$ cat src/rtl/core/mog_pkg.sv
// Package for the motor over-current guard: widths, codes, word and command types.
`timescale 1ns / 1ps
`default_nettype none

package mog_pkg;

   localparam int SAMPLE_BITS    = 12;
   localparam int COUNT_BITS_DEF = 20;
   localparam int SUM_BITS       = 32;
   localparam int TIME_BITS      = 32;
   localparam int THR_BITS       = 12;
   localparam int OFF_BITS       = 8;
   localparam int WIN_BITS       = 16;
   localparam int DIR_BITS       = 2;
   localparam int CSR_DATA_BITS  = 16;
   localparam int CSR_INDEX_BITS = 2;
   localparam int DIV_STEPS      = SUM_BITS;
   localparam int STEP_BITS      = $clog2(DIV_STEPS);

   localparam logic [THR_BITS-1:0] THR_RESET = THR_BITS'(200);
   localparam logic [OFF_BITS-1:0] OFF_RESET = OFF_BITS'(10);
   localparam logic [WIN_BITS-1:0] WIN_RESET = WIN_BITS'(70);

   localparam logic [CSR_INDEX_BITS-1:0] CSR_THRESHOLD = 2'd0;
   localparam logic [CSR_INDEX_BITS-1:0] CSR_REWIND_OFFSET = 2'd1;
   localparam logic [CSR_INDEX_BITS-1:0] CSR_WINDOW_MS = 2'd2;

   localparam logic [DIR_BITS-1:0] DIR_FWD  = 2'd0;
   localparam logic [DIR_BITS-1:0] DIR_RWD  = 2'd1;
   localparam logic [DIR_BITS-1:0] DIR_STOP = 2'd2;
   localparam logic [DIR_BITS-1:0] DIR_OFF  = 2'd3;

   typedef struct packed {
      logic [SAMPLE_BITS-1:0] fwd_current;
      logic [SAMPLE_BITS-1:0] rwd_current;
      logic [TIME_BITS-1:0]   now_ms;
      logic                   switch_pressed;
      logic                   switch_level;
   } req_word_type;

   typedef struct packed {
      logic                   drive_fwd;
      logic                   drive_rwd;
      logic                   led_on;
      logic [SAMPLE_BITS-1:0] avg_fwd;
      logic [SAMPLE_BITS-1:0] avg_rwd;
      logic [DIR_BITS-1:0]    direction;
      logic                   window_closed;
      logic                   tripped;
   } rsp_word_type;

   typedef struct packed {
      logic load;      // latch the request word
      logic accum;     // add samples, test window
      logic div_step;  // one quotient bit on both channels
      logic finish;    // trip check, switch, build result
   } dp_cmd_type;

   typedef struct packed {
      logic close;     // window closes on the word in hand
   } dp_status_type;

endpackage

`default_nettype wire

$ cat src/rtl/core/mog_ctrl.sv
// Controller for the motor over-current guard: sequences accumulate, divide and finish.
`timescale 1ns / 1ps
`default_nettype none

module mog_ctrl (
   input  wire logic                clock,
   input  wire logic                reset,
   input  wire logic                req_valid,
   output logic                     req_ready,
   output logic                     rsp_valid,
   input  wire logic                rsp_ready,
   input  wire mog_pkg::dp_status_type status,
   output mog_pkg::dp_cmd_type      cmd
);
   import mog_pkg::*;

   typedef enum logic [1:0] {
      ST_IDLE,
      ST_ACCUM,
      ST_DIVIDE,
      ST_FINISH
   } state_type;

   state_type             state_ff, state_in;
   logic [STEP_BITS-1:0]  step_ff, step_in;
   logic                  rsp_valid_ff, rsp_valid_in;
   logic                  slot_free;

   assign slot_free = !rsp_valid_ff || rsp_ready;
   assign req_ready = (state_ff == ST_IDLE);
   assign rsp_valid = rsp_valid_ff;

   always_comb begin
      state_in     = state_ff;
      step_in      = step_ff;
      rsp_valid_in = rsp_valid_ff && !rsp_ready;
      cmd          = '0;
      case (state_ff)
         ST_IDLE: begin
            if (req_valid) begin
               cmd.load = 1'b1;
               state_in = ST_ACCUM;
            end
         end
         ST_ACCUM: begin
            cmd.accum = 1'b1;
            step_in   = '0;
            state_in  = status.close ? ST_DIVIDE : ST_FINISH;
         end
         ST_DIVIDE: begin
            cmd.div_step = 1'b1;
            step_in      = step_ff + 1'b1;
            if (step_ff == STEP_BITS'(DIV_STEPS - 1)) begin
               state_in = ST_FINISH;
            end
         end
         ST_FINISH: begin
            if (slot_free) begin
               cmd.finish   = 1'b1;
               rsp_valid_in = 1'b1;
               state_in     = ST_IDLE;
            end
         end
         default: begin
            state_in = ST_IDLE;
         end
      endcase
   end

   always_ff @(posedge clock) begin
      if (reset) begin
         state_ff     <= ST_IDLE;
         step_ff      <= '0;
         rsp_valid_ff <= 1'b0;
      end else begin
         state_ff     <= state_in;
         step_ff      <= step_in;
         rsp_valid_ff <= rsp_valid_in;
      end
   end

endmodule

`default_nettype wire

$ cat src/rtl/core/mog_dpath.sv
// Datapath for the motor over-current guard: sums, window timer, serial divider, motor state.
`timescale 1ns / 1ps
`default_nettype none

module mog_dpath #(
   parameter int COUNT_BITS = mog_pkg::COUNT_BITS_DEF
) (
   input  wire logic                                 clock,
   input  wire logic                                 reset,
   input  wire mog_pkg::dp_cmd_type                  cmd,
   output mog_pkg::dp_status_type                    status,
   input  wire mog_pkg::req_word_type                req_word,
   input  wire logic                                 csr_write,
   input  wire logic [mog_pkg::CSR_INDEX_BITS-1:0]   csr_index,
   input  wire logic [mog_pkg::CSR_DATA_BITS-1:0]    csr_wdata,
   output mog_pkg::rsp_word_type                     rsp_word
);
   import mog_pkg::*;

   req_word_type            req_ff;
   logic [THR_BITS-1:0]     thr_ff;
   logic [OFF_BITS-1:0]     off_ff;
   logic [WIN_BITS-1:0]     win_ff;
   logic [SUM_BITS-1:0]     fsum_ff, rsum_ff, fsum_in, rsum_in;
   logic [COUNT_BITS-1:0]   count_ff, count_in, divisor_ff;
   logic [TIME_BITS-1:0]    wstart_ff, elapsed;
   logic [SAMPLE_BITS-1:0]  favg_ff, ravg_ff, favg_in, ravg_in;
   logic [DIR_BITS-1:0]     motor_ff, motor_in, want;
   logic                    lamp_ff, lamp_in;
   logic                    close_ff;
   logic [SUM_BITS-1:0]     fquo_ff, rquo_ff, fquo_in, rquo_in;
   logic [COUNT_BITS-1:0]   frem_ff, rrem_ff, frem_in, rrem_in;
   logic [COUNT_BITS:0]     frem_sh, rrem_sh, fsub, rsub;
   logic                    fge, rge;
   logic [SUM_BITS:0]       fadd, radd;
   logic                    trip;
   rsp_word_type            rsp_ff, rsp_in;

   // Accumulate with saturation
   assign fadd    = {1'b0, fsum_ff} + (SUM_BITS + 1)'(req_ff.fwd_current);
   assign radd    = {1'b0, rsum_ff} + (SUM_BITS + 1)'(req_ff.rwd_current);
   assign fsum_in = fadd[SUM_BITS] ? '1 : fadd[SUM_BITS-1:0];
   assign rsum_in = radd[SUM_BITS] ? '1 : radd[SUM_BITS-1:0];
   assign count_in = (&count_ff) ? count_ff : count_ff + 1'b1;

   assign elapsed      = req_ff.now_ms - wstart_ff;
   assign status.close = elapsed > TIME_BITS'(win_ff);

   // Restoring division, one bit per cycle on each channel
   assign frem_sh = {frem_ff, fquo_ff[SUM_BITS-1]};
   assign rrem_sh = {rrem_ff, rquo_ff[SUM_BITS-1]};
   assign fge     = frem_sh >= {1'b0, divisor_ff};
   assign rge     = rrem_sh >= {1'b0, divisor_ff};
   assign fsub    = frem_sh - {1'b0, divisor_ff};
   assign rsub    = rrem_sh - {1'b0, divisor_ff};
   assign frem_in = fge ? fsub[COUNT_BITS-1:0] : frem_sh[COUNT_BITS-1:0];
   assign rrem_in = rge ? rsub[COUNT_BITS-1:0] : rrem_sh[COUNT_BITS-1:0];
   assign fquo_in = {fquo_ff[SUM_BITS-2:0], fge};
   assign rquo_in = {rquo_ff[SUM_BITS-2:0], rge};

   // Clamp quotients to the sample range when a window closed
   always_comb begin
      favg_in = favg_ff;
      ravg_in = ravg_ff;
      if (close_ff) begin
         favg_in = (|fquo_ff[SUM_BITS-1:SAMPLE_BITS]) ? '1 : fquo_ff[SAMPLE_BITS-1:0];
         ravg_in = (|rquo_ff[SUM_BITS-1:SAMPLE_BITS]) ? '1 : rquo_ff[SAMPLE_BITS-1:0];
      end
   end

   assign trip = (favg_in > thr_ff)
              || ((THR_BITS + 1)'(ravg_in) > ((THR_BITS + 1)'(thr_ff) + (THR_BITS + 1)'(off_ff)));
   assign want = req_ff.switch_level ? DIR_FWD : DIR_RWD;

   always_comb begin
      motor_in = trip ? DIR_STOP : motor_ff;
      lamp_in  = trip ? 1'b0 : lamp_ff;
      if (req_ff.switch_pressed && (motor_in != want)) begin
         motor_in = want;
         lamp_in  = 1'b1;
      end
      rsp_in.drive_fwd     = (motor_in == DIR_FWD);
      rsp_in.drive_rwd     = (motor_in == DIR_RWD);
      rsp_in.led_on        = lamp_in;
      rsp_in.avg_fwd       = favg_in;
      rsp_in.avg_rwd       = ravg_in;
      rsp_in.direction     = motor_in;
      rsp_in.window_closed = close_ff;
      rsp_in.tripped       = trip;
   end

   // Control state
   always_ff @(posedge clock) begin
      if (reset) begin
         thr_ff    <= THR_RESET;
         off_ff    <= OFF_RESET;
         win_ff    <= WIN_RESET;
         fsum_ff   <= '0;
         rsum_ff   <= '0;
         count_ff  <= '0;
         wstart_ff <= '0;
         favg_ff   <= '0;
         ravg_ff   <= '0;
         motor_ff  <= DIR_OFF;
         lamp_ff   <= 1'b0;
         close_ff  <= 1'b0;
      end else begin
         if (csr_write) begin
            case (csr_index)
               CSR_THRESHOLD:     thr_ff <= csr_wdata[THR_BITS-1:0];
               CSR_REWIND_OFFSET: off_ff <= csr_wdata[OFF_BITS-1:0];
               CSR_WINDOW_MS:     win_ff <= csr_wdata[WIN_BITS-1:0];
               default: ;
            endcase
         end
         if (cmd.accum) begin
            close_ff <= status.close;
            if (status.close) begin
               fsum_ff   <= '0;
               rsum_ff   <= '0;
               count_ff  <= '0;
               wstart_ff <= req_ff.now_ms;
            end else begin
               fsum_ff  <= fsum_in;
               rsum_ff  <= rsum_in;
               count_ff <= count_in;
            end
         end
         if (cmd.finish) begin
            favg_ff  <= favg_in;
            ravg_ff  <= ravg_in;
            motor_ff <= motor_in;
            lamp_ff  <= lamp_in;
         end
      end
   end

   // Payload
   always_ff @(posedge clock) begin
      if (cmd.load) begin
         req_ff <= req_word;
      end
      if (cmd.accum) begin
         fquo_ff    <= fsum_in;
         rquo_ff    <= rsum_in;
         frem_ff    <= '0;
         rrem_ff    <= '0;
         divisor_ff <= count_in;
      end else if (cmd.div_step) begin
         fquo_ff <= fquo_in;
         rquo_ff <= rquo_in;
         frem_ff <= frem_in;
         rrem_ff <= rrem_in;
      end
      if (cmd.finish) begin
         rsp_ff <= rsp_in;
      end
   end

   assign rsp_word = rsp_ff;

endmodule

`default_nettype wire

$ cat src/rtl/core/motor_overcurrent_guard.sv
// Top level of the motor over-current guard: controller and datapath.
//
//   channel  direction  handshake              word
//   req      in         req_valid/req_ready    mog_pkg::req_word_type
//   rsp      out        rsp_valid/rsp_ready    mog_pkg::rsp_word_type
//   csr      in         csr_write (no wait)    csr_index, csr_wdata
//
// A word that closes no window passes from the accept through the accumulate
// and finish states; one that closes a window also passes through the divide
// state, where the bit-serial divider produces both averages for the result.
// The result sits in an output register, so a new word is taken while the
// previous result waits; that word then holds in its last cycle until the
// waiting result is taken. Reset is synchronous; configuration returns to
// 200 / 10 / 70 and the motor to off.
`timescale 1ns / 1ps
`default_nettype none

module motor_overcurrent_guard #(
   parameter int COUNT_BITS = mog_pkg::COUNT_BITS_DEF
) (
   input  wire logic                                 clock,
   input  wire logic                                 reset,
   input  wire logic                                 req_valid,
   output logic                                      req_ready,
   input  wire mog_pkg::req_word_type                req_word,
   output logic                                      rsp_valid,
   input  wire logic                                 rsp_ready,
   output mog_pkg::rsp_word_type                     rsp_word,
   input  wire logic                                 csr_write,
   input  wire logic [mog_pkg::CSR_INDEX_BITS-1:0]   csr_index,
   input  wire logic [mog_pkg::CSR_DATA_BITS-1:0]    csr_wdata
);
   import mog_pkg::*;

   dp_cmd_type    cmd;
   dp_status_type status;

   mog_ctrl u_ctrl (
      .clock     (clock),
      .reset     (reset),
      .req_valid (req_valid),
      .req_ready (req_ready),
      .rsp_valid (rsp_valid),
      .rsp_ready (rsp_ready),
      .status    (status),
      .cmd       (cmd)
   );

   mog_dpath #(
      .COUNT_BITS (COUNT_BITS)
   ) u_dpath (
      .clock     (clock),
      .reset     (reset),
      .cmd       (cmd),
      .status    (status),
      .req_word  (req_word),
      .csr_write (csr_write),
      .csr_index (csr_index),
      .csr_wdata (csr_wdata),
      .rsp_word  (rsp_word)
   );

endmodule

`default_nettype wire
$ cat config.mk
export PLATFORM = sky130hd
export DESIGN_NAME = motor_overcurrent_guard
export DESIGN_NICKNAME = d
export VERILOG_FILES = /design/src/rtl/core/mog_pkg.sv /design/src/rtl/core/mog_ctrl.sv /design/src/rtl/core/mog_dpath.sv /design/src/rtl/core/motor_overcurrent_guard.sv
export SDC_FILE = /design/constraint.sdc
export NUM_CORES = 1
export LEC_CHECK = 0
export CAP_MARGIN = 20
export CORE_UTILIZATION = 40
export CTS_CLUSTER_SIZE = 28
export DETAILED_ROUTE_END_ITERATION = 10
export DONT_BUFFER_PORTS = 1
export SYNTH_ARGS = -nofsm -noshare
export SYNTH_HDL_FRONTEND = slang
export SYNTH_SLANG_ARGS = --single-unit
$ cat constraint.sdc
create_clock -name clock -period 6.3 [get_ports clock]
set_clock_uncertainty 0.05 [all_clocks]
set_input_delay 1.26 -clock clock [delete_from_list [all_inputs] [get_ports clock]]
set_output_delay 1.26 -clock clock [all_outputs]
set_load 0.02 [all_outputs]
==> metrics.md <==
| Metric | Value |
|---|---|
| Final Setup Violations | `0` |
| Slew margin rel. | `26.2%` |
| P_leak | `9.64 nW` |
| Core area | `56500 um^2` |
| Post-cts gate resize count | `0` |
| Fraction of the yosys area taken by sequential cells | `42.7%` |
| Yosys top cell by area | `edfxtp_1` |
| Slew Limit Fails | `0` |
| HPWL after detailed placement | `41.5 mm` |
| CP Cell Sequence | `inv_1 > ha_1 > inv_1 > fa_1 > a211oi_2 > o21ai_1 > a221o_1 > a21oi_1 > xnor2_1 > ha_1 > nand4_1 > or3_1 > o32a_1 > a21oi_1 > nand4_1 > or4_4 > o31ai_4 > buf_4 > mux2i_1 > nor2_1` |
| Die width | `241 um` |
| Clk buf depth | `3` |
| Clock period minus worst slack | `5610 ps` |
| Maximum fanout along the worst path | `33` |
| TritonCTS Buffers | `46` |
| Final Hold Fails | `0` |
| First-pass GRT wire length | `90.4 mm` |
| Vias in the first global route | `17010` |
| I/O pins | `114` |
| Critical Path Max Stage Delay | `590 ps` |
| Vias per cell | `5.59` |
| Initial antenna violation count | `5` |
| Worst-margin pin slew | `1110 ps` |
| Buffers added on ports | `0` |
| Peak supply drop | `329 uV` |
| Most frequent cell after synthesis | `nor2_1` |
| Fmax | `0.178 GHz` |
| Routed Antenna Nets | `0` |
| Nets | `2690` |
| Fin cells | `3248` |
| Mapped Avg Cell Area | `9.08 um^2` |
| Placed cells | `3161` |
| Status | `complete, no violations` |
| Num Clock Sinks | `401` |
| Postcts setup bufs | `0` |
| Layout cells sized above 1 | `5.30%` |
| Setup TNS | `0 ps` |
| Top area cells in the synthesized netlist | `edfxtp_1, dfxtp_1, ha_1` |
| CP endpoint kind | `register` |
| CP max stage cell | `or4_4` |
| CTS tree | `yes` |
| Fraction of registers with async set/reset | `0%` |
| Post-synthesis register bit count | `401` |
| Vias | `18166` |
| Gpl congestion | `0.877` |
| HP Class | `register to register` |
| Commonest cells post-synth | `nor2_1, dfxtp_1, nand2_1, a21oi_1, edfxtp_1` |
| PwrDens | `468 nW/um^2` |
| Top-area cell type share of the netlist area | `22.7%` |
| Drt total wl | `58.2 mm` |
| Area of the die | `58100 um^2` |
| Worst path bufs/invs | `3` |
| CP arrival | `6020 ps` |
| Critical path type | `register to register` |
| Period utilization | `89.0%` |
| GR Overflow Total | `0` |
| CP top delay family | `compound AO/OA/AOI/OAI gates` |
| Rows | `87` |
| Die height | `241 um` |
| Post-Route Utilization | `44.5%` |
| Hold buffers post-CTS | `0` |
| EDFF count, synth | `173` |
| Routed WL per cell | `17.9 um` |
| Post-synthesis cell type count | `81` |
| DR iter-0 viols | `1369` |
| Initial core utilization | `40.5%` |
| Synth Instances | `2518` |
| Fillers | `5412` |
| Synth Cell Area | `22900 um^2` |
| Overall Global Routing Usage | `19.6%` |
| Worst EP required | `6710 ps` |
| Clk slew on worst S/H paths | `60 ps` |
| Ys Warns | `0` |
| Drt pass-1 iters | `5` |
| H-Tree Level Count | `2` |
| Residual DRC count | `0` |
| Layout Area Growth over Synthesis | `9.87%` |
| Post-Syn Nets | `2755` |
| RSZ-0062 raised after global routing | `no` |
| Top_reg_cell synth | `dfxtp_1` |
| Crit start category | `register` |
| Clk_lat worst skew | `580 ps` |
| Maximum Capacitance Violations | `0` |
| Clock root cell | `clkbuf_16` |
| Pin count of the biggest net entering global routing | `149` |
-- tightest hold or removal path, delay by kind of cell (launching register included) --
| kind | cells | cell delay (ps) |
|---|---|---|
| simple gates | 1 | 50 |
| flops | 1 | 310 |
| compound gates | 1 | 50 |
-- layout make-up --
class                   count  area [um^2]  share of cell area [%]
diodes                      2         5.00                  0.0199
inverters                 155          582                    2.31
multi-input cells        1833        12100                    48.0
clock buffers              58         1260                    5.00
clock inverters            27          380                    1.51
repair buffers             16          133                   0.528
well taps                 756          946                    3.76
flip-flops and latches    401         9760                    38.8
-- registers in the layout, summed over array words and instances (netlist names), 2 cells and up --
register,flops
u_dpath.motor_ff,2
u_dpath.req_ff,58
u_dpath.rsp_word,31
u_dpath.divisor_ff,20
u_dpath.rsum_ff,32
u_dpath.wstart_ff,32
u_ctrl.state_ff,2
u_dpath.count_ff,20
u_dpath.fsum_ff,32
u_dpath.off_ff,8
u_dpath.ravg_ff,12
u_dpath.frem_ff,20
u_dpath.thr_ff,12
u_dpath.rrem_ff,20
u_ctrl.step_ff,5
u_dpath.fquo_ff,32
u_dpath.win_ff,16
u_dpath.favg_ff,12
u_dpath.rquo_ff,32
-- routing by layer --
layer	track usage (%)	part of all wire [%]
met1	24.6	44
met2	33.5	48
met3	3.63	5.1
met4	6.85	2.8
met5	0	0.076
-- where the power goes --
| part | total (W) | switching, W | internal (W) |
|---|---|---|---|
| combinational | 0.00491 | 0.00304 | 0.00188 |
| sequential | 0.00396 | 0.000405 | 0.00356 |
| clock | 0.00290 | 0.00111 | 0.00179 |
| total | 0.0118 | 0.00455 | 0.00722 |
-- kinds of logic after synthesis --
family / synth area share, %
muxes: 4.63
and+or+nand+nor: 17.4
buffers and inverters: 4.76
adders and majority gates: 8.73
DFF: 42.7
xor gates and xnor gates: 4.33
AOI/OAI and AO/OA: 17.5
-- path summary, 6_finish.rpt --
path | start | end | slack [ps] | cells after the start
min reg2reg | u_dpath.fsum_ff[11] | u_dpath.fsum_ff[11] | 400 | 2
max | u_dpath.req_ff[2] | u_dpath.wstart_ff[6] | 690 | 20
min | u_dpath.fsum_ff[11] | u_dpath.fsum_ff[11] | 400 | 2
max reg2reg | u_dpath.req_ff[2] | u_dpath.wstart_ff[6] | 690 | 20
-- stage by stage --
stage / area [um^2] / total power, W / hold slack (ps) / setup WS, ps
6_report: 25100 / 0.0118 / 403 / 692
4_1_cts: 25100 / 0.0119 / 408 / 619
2_1_floorplan: 22900 / 0.00765 / 356 / 1440
3_5_place_dp: 23500 / 0.00893 / 400 / 651
5_1_grt: 25100 / 0.0126 / 424 / 246
3_3_place_gp: 23500 / 0.00881 / 393 / 768
-- cell usage in the layout, fill, tap and decap left out, types with 15 or more instances in the layout --
| cell type | count |
|---|---|
| a31oi_1 | 27 |
| or3_1 | 17 |
| dfxtp_1 | 228 |
| nor4_1 | 20 |
| xnor2_1 | 75 |
| nand2_1 | 214 |
| nand2b_1 | 17 |
| a21o_1 | 43 |
| and2_1 | 17 |
| and3_1 | 30 |
| inv_1 | 153 |
| nor2_1 | 285 |
| clkbuf_16 | 47 |
| a21oi_1 | 191 |
| nor3_1 | 46 |
| nor2b_1 | 18 |
| o21ai_0 | 95 |
| ha_1 | 147 |
| mux2i_1 | 99 |
| nand3_1 | 83 |
| o211ai_1 | 22 |
| o31ai_1 | 15 |
| xor2_1 | 38 |
| a211oi_1 | 47 |
| edfxtp_1 | 173 |
| nand4_1 | 46 |
| o21a_1 | 27 |
| buf_4 | 15 |
| o22a_1 | 33 |
Power figures use the tool's default switching activity.
